## config.mk

```make
export PLATFORM = sky130hd
export DESIGN_NAME = rcf_ctrl
export DESIGN_NICKNAME = d
export VERILOG_FILES = /design/src/hw/rtl/rcf_pkg.sv /design/src/hw/rtl/rcf_ctrl.sv
export SDC_FILE = /design/constraint.sdc
export NUM_CORES = 1
export LEC_CHECK = 0
export BUFFER_PORTS_ARGS = -buffer_cell sky130_fd_sc_hd__buf_2
export CELL_PAD_IN_SITES_DETAIL_PLACEMENT = 1
export CELL_PAD_IN_SITES_GLOBAL_PLACEMENT = 2
export CORE_UTILIZATION = 33
export DETAILED_ROUTE_END_ITERATION = 7
export HOLD_SLACK_MARGIN = 0.02
export PLACE_DENSITY_LB_ADDON = 0.1
export SYNTH_ARGS = -nofsm -noshare
export SYNTH_HDL_FRONTEND = slang
export SYNTH_SLANG_ARGS = --single-unit
```

## constraint.sdc

```tcl
create_clock -name i_clk -period 5.9 [get_ports i_clk]
set_clock_uncertainty 0.1 [all_clocks]
set_input_delay 1.18 -clock i_clk [delete_from_list [all_inputs] [get_ports i_clk]]
set_output_delay 1.18 -clock i_clk [all_outputs]
set_load 0.1 [all_outputs]
```

## src/hw/rtl/rcf_pkg.sv

```systemverilog
package rcf_pkg;

    localparam int MAX_POINTS  = 1024;
    localparam int MAX_LOG     = 10;
    localparam int HALF_POINTS = MAX_POINTS / 2;
    localparam int QUARTER     = MAX_POINTS / 4;
    localparam int ADDR_W      = 10;
    localparam int HALF_W      = 9;
    localparam int LOG_W       = 4;
    localparam int SAMPLE_BITS = 16;
    localparam int TW_BITS     = 16;
    localparam int TW_FRAC     = TW_BITS - 1;
    localparam int DATA_W      = 32;
    localparam int CFG_W       = 4;
    localparam int PROD_W      = DATA_W + TW_BITS + 1;
    localparam int TR_W        = PROD_W + 1 - TW_FRAC;
    localparam int SUM_W       = TR_W + 1;
    localparam logic [63:0] TWO_PI_Q30 = 64'd6746518852;

    localparam logic REG_LOG2 = 1'b0;
    localparam logic REG_INV  = 1'b1;

    typedef enum logic [1:0] {
        CMD_WRITE = 2'd0,
        CMD_RUN   = 2'd1,
        CMD_READ  = 2'd2,
        CMD_NOP   = 2'd3
    } t_cmd;

    typedef enum logic [3:0] {
        S_IDLE,
        S_READ,
        S_REV_RD,
        S_REV_WR_I,
        S_REV_WR_R,
        S_BF_RD,
        S_BF_MUL,
        S_BF_SUM,
        S_BF_WR_E,
        S_BF_WR_O,
        S_SC_RD,
        S_SC_WR,
        S_DONE
    } t_state;

    typedef enum logic [2:0] {
        WS_SAMPLE,
        WS_A,
        WS_B,
        WS_SUM,
        WS_DIFF,
        WS_SCALE
    } t_wsel;

    typedef enum logic {
        OK_ZERO,
        OK_DATA
    } t_okind;

    typedef struct packed {
        logic              rd_en;
        logic [ADDR_W-1:0] addr_a;
        logic [ADDR_W-1:0] addr_b;
        logic              tw_en;
        logic [HALF_W-1:0] tw_idx;
        logic              mul_en;
        logic              sum_en;
        logic              wr_en;
        logic [ADDR_W-1:0] wr_addr;
        t_wsel             wr_sel;
        logic              out_load;
        t_okind            out_kind;
        logic              out_status;
        logic              inverse;
        logic [LOG_W-1:0]  shift;
    } t_dp_cmd;

    typedef struct packed {
        logic out_valid;
    } t_dp_status;

    typedef logic signed [TW_BITS-1:0] t_tw_rom [HALF_POINTS];

    function automatic logic [63:0] udiv64(input logic [63:0] num, input logic [63:0] den);
        logic [63:0] q;
        logic [64:0] rem;
        q   = '0;
        rem = '0;
        for (int b = 63; b >= 0; b--) begin
            rem = {rem[63:0], num[b]};
            if (rem >= {1'b0, den}) begin
                rem  = rem - {1'b0, den};
                q[b] = 1'b1;
            end
        end
        return q;
    endfunction

    function automatic logic signed [63:0] taylor_q30(input logic [63:0] x,
                                                      input logic want_sin);
        logic [63:0]        x2;
        logic [63:0]        term;
        logic [63:0]        d;
        logic signed [63:0] acc;
        x2   = (x * x) >> 30;
        term = want_sin ? x : (64'd1 << 30);
        acc  = signed'(term);
        for (int n = 1; n <= 12; n++) begin
            d    = want_sin ? 64'((2 * n) * (2 * n + 1)) : 64'((2 * n - 1) * (2 * n));
            term = udiv64((term * x2) >> 30, d);
            if ((n & 1) == 1) begin
                acc = acc - signed'(term);
            end else begin
                acc = acc + signed'(term);
            end
        end
        return acc;
    endfunction

    function automatic logic signed [TW_BITS-1:0] to_twiddle(input logic signed [63:0] v);
        logic signed [63:0] r;
        r = (v + (64'sd1 <<< (29 - TW_FRAC))) >>> (30 - TW_FRAC);
        if (r > ((64'sd1 <<< TW_FRAC) - 64'sd1)) begin
            r = (64'sd1 <<< TW_FRAC) - 64'sd1;
        end
        if (r < -(64'sd1 <<< TW_FRAC)) begin
            r = -(64'sd1 <<< TW_FRAC);
        end
        return r[TW_BITS-1:0];
    endfunction

    function automatic t_tw_rom build_tw(input logic want_sin);
        t_tw_rom            rom;
        logic               flip;
        logic [63:0]        kk;
        logic [63:0]        x;
        logic signed [63:0] c;
        for (int k = 0; k < HALF_POINTS; k++) begin
            flip = k > QUARTER;
            kk   = flip ? 64'(HALF_POINTS - k) : 64'(k);
            x    = (kk * TWO_PI_Q30) >> MAX_LOG;
            if (want_sin) begin
                rom[k] = to_twiddle(taylor_q30(x, 1'b1));
            end else begin
                c      = taylor_q30(x, 1'b0);
                rom[k] = to_twiddle(flip ? -c : c);
            end
        end
        return rom;
    endfunction

endpackage

```

## src/hw/rtl/rcf_ctrl.sv

```systemverilog
module rcf_ctrl import rcf_pkg::*; (
    input  logic              i_clk,
    input  logic              i_rst_n,
    input  logic              i_s_valid,
    output logic              o_s_ready,
    input  logic [1:0]        i_command,
    input  logic [ADDR_W-1:0] i_index,
    input  logic              i_m_ready,
    input  logic              i_cfg_we,
    input  logic              i_cfg_idx,
    input  logic [CFG_W-1:0]  i_cfg_data,
    input  t_dp_status        i_status,
    output t_dp_cmd           o_cmd
);

    t_state            r_state, n_state;
    logic [ADDR_W-1:0] r_i, n_i;
    logic [HALF_W-1:0] r_b, n_b;
    logic [LOG_W-1:0]  r_s, n_s;
    logic [LOG_W-1:0]  r_log2;
    logic              r_inv;

    logic [LOG_W-1:0]  eff_l;
    logic [ADDR_W-1:0] n_mask;
    logic [HALF_W-1:0] half_mask;
    logic [ADDR_W-1:0] rev_full, rev_i, len, e_addr, o_addr;
    logic              oor, accept;

    always_comb begin
        eff_l = r_log2;
        if (eff_l < LOG_W'(1)) begin
            eff_l = LOG_W'(1);
        end
        if (eff_l > LOG_W'(MAX_LOG)) begin
            eff_l = LOG_W'(MAX_LOG);
        end
        n_mask    = ADDR_W'(((ADDR_W+1)'(1) << eff_l) - (ADDR_W+1)'(1));
        half_mask = HALF_W'(n_mask >> 1);
        for (int k = 0; k < ADDR_W; k++) begin
            rev_full[k] = r_i[ADDR_W-1-k];
        end
        rev_i  = rev_full >> (LOG_W'(ADDR_W) - eff_l);
        len    = ADDR_W'(1) << r_s;
        e_addr = ((ADDR_W'(r_b) >> r_s) << (r_s + LOG_W'(1))) | (ADDR_W'(r_b) & (len - 1'b1));
        o_addr = e_addr | len;
        oor    = (i_index >> eff_l) != '0;
    end

    assign o_s_ready = (r_state == S_IDLE) && (!i_status.out_valid || i_m_ready);
    assign accept    = i_s_valid && o_s_ready;

    always_comb begin
        n_state          = r_state;
        n_i              = r_i;
        n_b              = r_b;
        n_s              = r_s;
        o_cmd            = '0;
        o_cmd.wr_sel     = WS_SAMPLE;
        o_cmd.out_kind   = OK_ZERO;
        o_cmd.inverse    = r_inv;
        o_cmd.shift      = eff_l;
        o_cmd.tw_idx     = HALF_W'((ADDR_W'(r_b) & (len - 1'b1))
                                   << (LOG_W'(MAX_LOG - 1) - r_s));
        case (r_state)
            S_IDLE: begin
                if (accept) begin
                    case (t_cmd'(i_command))
                        CMD_WRITE: begin
                            o_cmd.wr_en      = !oor;
                            o_cmd.wr_addr    = i_index;
                            o_cmd.wr_sel     = WS_SAMPLE;
                            o_cmd.out_load   = 1'b1;
                            o_cmd.out_status = oor;
                        end
                        CMD_READ: begin
                            if (oor) begin
                                o_cmd.out_load   = 1'b1;
                                o_cmd.out_status = 1'b1;
                            end else begin
                                o_cmd.rd_en  = 1'b1;
                                o_cmd.addr_a = i_index;
                                n_state      = S_READ;
                            end
                        end
                        CMD_RUN: begin
                            n_i     = '0;
                            n_state = S_REV_RD;
                        end
                        default: begin
                            o_cmd.out_load = 1'b1;
                        end
                    endcase
                end
            end
            S_READ: begin
                o_cmd.out_load = 1'b1;
                o_cmd.out_kind = OK_DATA;
                n_state        = S_IDLE;
            end
            S_REV_RD, S_REV_WR_R: begin
                o_cmd.addr_a  = r_i;
                o_cmd.addr_b  = rev_i;
                o_cmd.wr_addr = rev_i;
                o_cmd.wr_sel  = WS_A;
                o_cmd.wr_en   = (r_state == S_REV_WR_R);
                if ((r_state == S_REV_RD) && (r_i < rev_i)) begin
                    o_cmd.rd_en = 1'b1;
                    n_state     = S_REV_WR_I;
                end else if (r_i == n_mask) begin
                    n_b     = '0;
                    n_s     = '0;
                    n_state = S_BF_RD;
                end else begin
                    n_i     = r_i + 1'b1;
                    n_state = S_REV_RD;
                end
            end
            S_REV_WR_I: begin
                o_cmd.wr_en   = 1'b1;
                o_cmd.wr_addr = r_i;
                o_cmd.wr_sel  = WS_B;
                n_state       = S_REV_WR_R;
            end
            S_BF_RD: begin
                o_cmd.rd_en  = 1'b1;
                o_cmd.tw_en  = 1'b1;
                o_cmd.addr_a = e_addr;
                o_cmd.addr_b = o_addr;
                n_state      = S_BF_MUL;
            end
            S_BF_MUL: begin
                o_cmd.mul_en = 1'b1;
                n_state      = S_BF_SUM;
            end
            S_BF_SUM: begin
                o_cmd.sum_en = 1'b1;
                n_state      = S_BF_WR_E;
            end
            S_BF_WR_E: begin
                o_cmd.wr_en   = 1'b1;
                o_cmd.wr_addr = e_addr;
                o_cmd.wr_sel  = WS_SUM;
                n_state       = S_BF_WR_O;
            end
            S_BF_WR_O: begin
                o_cmd.wr_en   = 1'b1;
                o_cmd.wr_addr = o_addr;
                o_cmd.wr_sel  = WS_DIFF;
                n_state       = S_BF_RD;
                if (r_b == half_mask) begin
                    n_b = '0;
                    if (r_s == eff_l - 1'b1) begin
                        n_i     = '0;
                        n_state = r_inv ? S_SC_RD : S_DONE;
                    end else begin
                        n_s = r_s + 1'b1;
                    end
                end else begin
                    n_b = r_b + 1'b1;
                end
            end
            S_SC_RD: begin
                o_cmd.rd_en  = 1'b1;
                o_cmd.addr_a = r_i;
                n_state      = S_SC_WR;
            end
            S_SC_WR: begin
                o_cmd.wr_en   = 1'b1;
                o_cmd.wr_addr = r_i;
                o_cmd.wr_sel  = WS_SCALE;
                if (r_i == n_mask) begin
                    n_state = S_DONE;
                end else begin
                    n_i     = r_i + 1'b1;
                    n_state = S_SC_RD;
                end
            end
            S_DONE: begin
                o_cmd.out_load = 1'b1;
                n_state        = S_IDLE;
            end
            default: begin
                n_state = S_IDLE;
            end
        endcase
    end

    always_ff @(posedge i_clk) begin
        if (!i_rst_n) begin
            r_state <= S_IDLE;
            r_i     <= '0;
            r_b     <= '0;
            r_s     <= '0;
            r_log2  <= LOG_W'(MAX_LOG);
            r_inv   <= 1'b0;
        end else begin
            r_state <= n_state;
            r_i     <= n_i;
            r_b     <= n_b;
            r_s     <= n_s;
            if (i_cfg_we && (i_cfg_idx == REG_LOG2)) begin
                r_log2 <= i_cfg_data;
            end
            if (i_cfg_we && (i_cfg_idx == REG_INV)) begin
                r_inv <= i_cfg_data[0];
            end
        end
    end

    a_ready_needs_slot: assert property (@(posedge i_clk) disable iff (!i_rst_n)
        o_s_ready |-> (!i_status.out_valid || i_m_ready))
        else $error("request taken while result slot is busy");

    a_read_goes_to_read: assert property (@(posedge i_clk) disable iff (!i_rst_n)
        (accept && (t_cmd'(i_command) == CMD_READ) && !oor) |=> (r_state == S_READ))
        else $error("in-range read did not fetch");

    a_bf_index_range: assert property (@(posedge i_clk) disable iff (!i_rst_n)
        (r_state == S_BF_RD) |-> ((r_b & ~half_mask) == '0))
        else $error("butterfly counter beyond N/2");

    a_bf_order: assert property (@(posedge i_clk) disable iff (!i_rst_n)
        (r_state == S_BF_WR_O) |=>
            (r_state == S_BF_RD || r_state == S_SC_RD || r_state == S_DONE))
        else $error("butterfly sequence broken");

endmodule

```

==> results_dict.tcl, run 1 <==
set metrics [dict create \
    design.core.area_sq_um 16060 \
    grt_pass1_vias 6328 \
    tightest_slew_ns 1.026 \
    vias 6453 \
    cts-hold-fix-buffers 0 \
    crit_chain "or2b_1 > a21oi_2 > clkinvlp_4 > ha_1 > xnor2_2 > mux4_2 > o21ai_0 > inv_1 > ha_1 > a21oi_1 > nor3_1 > nor4b_1 > o21a_1 > o31a_1 > or3_4 > buf_12" \
    crit_path_max_fanout 11 \
    grtUsageTotal 0.2819 \
    clkPwrFrac 0.354 \
    antenna_cells 0 \
    worstPathRequired_ns 4.62 \
    p_leak_nw 2.438 \
    max_freq_mhz 179.4 \
    wirelength_mm 24.23 \
    portBuffers 78 \
    yosysMostFrequentCell "nand2_1" \
    reg2reg_setup_slack_ns 0.53 \
    design_area_sq_um 6245 \
    cts_tree "yes" \
    dpl_worst_slack_ns 0.5728 \
    cpMostUsedCell "ha_1" \
    drive_above_1_share 0.1784 \
    final_max_slew_viol_count 0 \
    fin_crit_sh 0.9447 \
    vdd_drop_max_v 0.00009769 \
    final-hold-violation-count 0 \
    worstSkewPairLatency_ns 0.28 \
    final_core_util 0.3889 \
    via_per_inst 6.205 \
    first_pass_iters 5 \
    internal-power_mw 0.4353 \
    setup-tns-final_ns 0 \
    ys_seq_area_frac 0.1165 \
    cpPeakStageDelay_ns 0.54 \
    initial_core_util 0.3424 \
    cp_top_family "compound AO/OA/AOI/OAI gates" \
    p_switching_mw 0.2678 \
    die_w_microns 131.1 \
    syn_nets 847 \
    crit_type "reg2out" \
    worst-path-buf-inv 3 \
    grt-ovfl-total 0 \
    die-area_sq_um 17180 \
    hold_class "reg2reg" \
    grt_pass1_wl_mm 36.51 \
    ios 79 \
    syn_area_sq_um 5499 \
    placed_area_sq_um 6103 \
    async_reset_ff_frac 0 \
    relSlewSlack 0.3135 \
    routedWlPerCell_microns 23.30 \
    fp.dieH_microns 131.1 \
    end_kind "output pin" \
    seqPwrFrac 0.324 \
    htreeDepth 2 \
    outcome "complete, no violations" \
    synth_edf_count 0 \
    yosysWarningCount 0 \
    cp-start-kind "flip-flop" \
    cts_buffers 5 \
    rsz0062_at_grt "false" \
    avgSynthCellArea_sq_um 6.900 \
    cts.path.max_buffers 2 \
    yosysTopAreaCell "dfxtp_1" \
    synthCells 797 \
    antenna_found_initial 0 \
    comb_power_share 0.322 \
    synth.ff_latch_count 32 \
    clock-sinks 32 \
    dp_hpwl_mm 18.44 \
    rows 46 \
    max-cap-violations 0 \
    remaining_drc_errors 0 \
    finalSetupViolCount 0 \
    drtAntennaViolNets 0 \
    slowest_stage "mux4_2" \
    cellPowerDensity_nw_per_um2 112.6 \
    swShare 0.3809 \
    setup_ws_ns 0.3263 \
    period_minus_slack_ns 5.574 \
    synth.distinct_cells 81 \
    nets 874 \
    synth.area.top_cells "dfxtp_1 (12%), ha_1 (6.1%), nand2_1 (6.1%), mux2i_1 (5.3%), nor2_1 (5.1%)" \
    power.total_mw 0.7032 \
    drtIter0Drc 635 \
    grt_max_degree 29 \
    synth_top_area_frac 0.1165 \
    root_buffer "clkbuf_16" \
    cp_data_arrival_time_ns 4.29 \
    yosys-top-cells-count "nand2_1 (89), nor2_1 (75), clkbuf_1 (59), a21oi_1 (47), o21ai_0 (47)" \
    clk_pin_slew_ns 0.05 \
    place_congestion 0.9295 \
    synth-main-ff-cell "dfxtp_1" \
    area_growth_pct 13.56 \
]
-- state kept, by name, indices dropped and copies added (netlist names) --
register	cells
r_inv	1
r_log2	4
r_s	4
r_state	4
r_b	9
r_i	10
-- worst min-delay path: cells and delay by family (launching register included) --
kind	cells	cell delay, ns
AO/OA/AOI/OAI	1	0.05
flip-flops	1	0.40
AND/OR/NAND/NOR	1	0.10
-- layer usage --
metal,up-vias,GRT usage,share of wire
li1,2996,-,-
met1,3197,0.3578,0.43
met2,214,0.4921,0.49
met3,46,0.03369,0.047
met4,0,0.09533,0.030
met5,-,0,0
-- repair_timing --
| item | 4_1_cts | 5_1_grt |
|---|---|---|
| setup buffers | 0 | 0 |
| resized for setup | 0 | 1 |
| endpoints found under the setup margin | 0 | 1 |
-- power by group through the flow --
stage / clock, mW / combinational (mW) / sequential, mW
4_1_cts: 0.254 / 0.225 / 0.228
2_1_floorplan: 0 / 0.172 / 0.225
5_1_grt: 0.266 / 0.238 / 0.228
3_5_place_dp: 0 / 0.224 / 0.232
6_report: 0.249 / 0.226 / 0.228
3_3_place_gp: 0 / 0.221 / 0.232
-- cell families after synthesis --
logic type               Yosys count  synth area share
AO/OA/AOI/OAI                    231            0.2890
XOR/XNOR                          25           0.04255
adder cells (fa/ha/maj)           27           0.06143
buffers and inverters            101           0.07349
flip-flops                        32            0.1165
multiplexers                      47            0.1081
AND/OR/NAND/NOR                  334            0.3090
-- cells in the final DEF (no fill, tap or decap), types with 17 or more instances in the layout --
master    netlist  final
nor3_1         27     26
buf_4           2     17
mux2i_1        29     29
nand2b_1       18     18
a21oi_1        47     46
nor2_1         75     75
buf_2           8     71
ha_1           27     27
nand2_1        89     89
dfxtp_1        32     32
o21ai_0        47     45
inv_1          20     19
nand3_1        30     30
-- stage by stage --
stage	cells	hold slack [ns]
3_5_place_dp	1033	0.4770
2_1_floorplan	797	0.3633
4_1_cts	1040	0.4853
5_1_grt	1040	0.4996
3_3_place_gp	1033	0.4724
6_report	1040	0.4974
-- area by class of cell --
| cell class | instances | area [sq um] |
|---|---|---|
| repair buffers | 95 | 623.1 |
| flip-flops and latches | 32 | 640.6 |
| well taps | 216 | 270.3 |
| inverters | 26 | 101.3 |
| fillers | 2006 | 9813 |
| clock buffers | 6 | 128.9 |
| clock inverters | 1 | 5.005 |
| multi-input cells | 664 | 4476 |
-- path summary, 6_finish.rpt --
path | startpoint | to | depth (start not counted)
hold reg to reg | r_inv | r_inv | 2
hold / removal | r_inv | r_inv | 2
setup / recovery | r_log2[0] | o_cmd[54] | 16
setup reg to reg | r_log2[0] | r_i[5] | 13
Power figures use the tool's default switching activity.
==> inputs of run 2 (changes only) <==
==> constraint.sdc (replaced) <==
create_clock -name i_clk -period 5.4 [get_ports i_clk]
set_clock_uncertainty 0.1 [all_clocks]
set_input_delay 1.08 -clock i_clk [delete_from_list [all_inputs] [get_ports i_clk]]
set_output_delay 1.08 -clock i_clk [all_outputs]
set_load 0.1 [all_outputs]
==> results_dict.tcl, run 2 (synthesized netlist as in run 1, its figures left out) <==
set metrics [dict create \
    clock-sinks 32 \
    cp-start-kind "flip-flop" \
    final-hold-violation-count 0 \
    stdcell_count 1058 \
    clk_pin_slew_ns 0.06 \
    end_kind "output pin" \
    grt-ovfl-total 0 \
    max_freq_mhz 193.2 \
    wirelength_mm 25.64 \
    cts_buffers 5 \
    grt_pass1_vias 6443 \
    period_minus_slack_ns 5.177 \
    vdd_drop_max_v 0.00009382 \
    cts.path.max_buffers 2 \
    fill_cells 2016 \
    finalSetupViolCount 0 \
    final_common_cell "nand2_1" \
    p_leak_nw 2.586 \
    remaining_drc_errors 0 \
    root_buffer "clkbuf_16" \
    portBuffers 78 \
    relSlewSlack 0.05647 \
    worstSkewPairLatency_ns 0.29 \
    die-area_sq_um 17180 \
    design.core.area_sq_um 16060 \
    crit_path_max_fanout 6 \
    outcome "complete, no violations" \
    multi_input_area_sq_um 4531 \
    dp_cells 1048 \
    grt_max_degree 29 \
    rows 46 \
    place_congestion 0.9014 \
    largest_reg_flops 10 \
    dp_hpwl_mm 19.76 \
    area_growth_pct 22.73 \
    final-seq-area_sq_um 641.9 \
    setup-tns-final_ns 0 \
    worstPathRequired_ns 4.22 \
    drtAntennaViolNets 0 \
    max-cap-violations 0 \
    regMostFlops "r_i" \
    cts_tree "yes" \
    fp.dieH_microns 131.1 \
    antenna_found_initial 1 \
    hold_class "reg2reg" \
    top_regs "r_i: 10 flops, r_b: 9 flops" \
    grt_pass1_wl_mm 39.08 \
    crit_type "reg2out" \
    final_max_slew_viol_count 0 \
    final_cell_mix "nand2_1 (89), nor2_1 (72), buf_2 (50), a21oi_1 (45)" \
    rsz0062_at_grt "false" \
    drive_above_1_share 0.2093 \
    grtUsageTotal 0.3076 \
    tightest_slew_ns 1.409 \
    via_per_inst 6.248 \
    first_pass_iters 7 \
    htreeDepth 2 \
    die_w_microns 131.1 \
    nets 890 \
    routedWlPerCell_microns 24.24 \
    cellPowerDensity_nw_per_um2 120.6 \
    cp_data_arrival_time_ns 4.00 \
    initial_core_util 0.3424 \
    vias 6610 \
    ios 79 \
    drtIter0Drc 649 \
    fin_crit_sh 0.9588 \
]
run 2: cell count changes in the layout (fill, tap and decap cells not counted), moves of 12 or more:
cell / delta
buf_12: +21
o21ai_0: -12
buf_4: +16
buf_2: -21
o21ai_1: +12
run 2: metal layers:
layer | GRT usage | vias to the layer above | part of all wire
li1 | - | 3038 | -
met1 | 0.4286 | 3293 | 0.46
met5 | 0 | - | 0
met2 | 0.4936 | 236 | 0.46
met4 | 0.09804 | 0 | 0.026
met3 | 0.03409 | 43 | 0.059
run 2: area by class of cell:
class                   instances  share of cell area
repair buffers                111              0.1568
diodes                          1           0.0003708
multi-input cells             664              0.6713
clock buffers                   5             0.01854
inverters                      26             0.01502
flip-flops and latches         32             0.09511
well taps                     216             0.04004
clock inverters                 3            0.002781
run 2: path summary, 6_finish.rpt:
check / slack (ns) / to / startpoint / cells after the start
setup / recovery: 0.22 / o_cmd[54] / r_log2[3] / 16
hold / removal: 0.42 / r_inv / r_inv / 2
setup reg to reg: 0.35 / r_i[3] / r_log2[3] / 14
hold reg to reg: 0.42 / r_inv / r_inv / 2
run 2: metrics by stage:
step | area, sq um | setup slack (ns) | power [mW] | util | hold slack (ns)
finish | 6749 | 0.2227 | 0.8140 | 0.4203 | 0.4198
global route | 6746 | 0.01730 | 0.8465 | 0.4201 | 0.4508
CTS | 6726 | 0.03913 | 0.8135 | 0.4189 | 0.4304
detailed placement | 6568 | 0.1528 | 0.5139 | 0.4090 | 0.4197
global placement | 6568 | 0.2739 | 0.5091 | 0.4090 | 0.4013
floorplan | 5554 | -0.4076 | 0.4353 | - | 0.3633
run 2: timing repair:
action                     in CTS  in global routing
buffers inserted                1                  0
hold buffers                    0                  0
setup endpoints to repair       1                  6
resized for setup               1                  6
run 2: worst max-delay path, stage by stage (launching register included):
cell	delay, ns
dfxtp_2	0.37
or2b_1	0.24
a21oi_2	0.23
clkinvlp_4	0.17
ha_4	0.20
xnor2_2	0.25
mux4_2	0.54
o21ai_1	0.20
inv_1	0.07
ha_1	0.29
a21oi_1	0.06
nor3_1	0.20
nor4b_2	0.07
o21a_1	0.11
o31a_1	0.15
or3_4	0.36
buf_12	0.17
run 2: report_power, final:
group	internal (mW)	switching [mW]	total (mW)
clock network	0.170	0.128	0.299
registers	0.239	0.00357	0.243
logic	0.0820	0.191	0.273
total	0.491	0.323	0.814
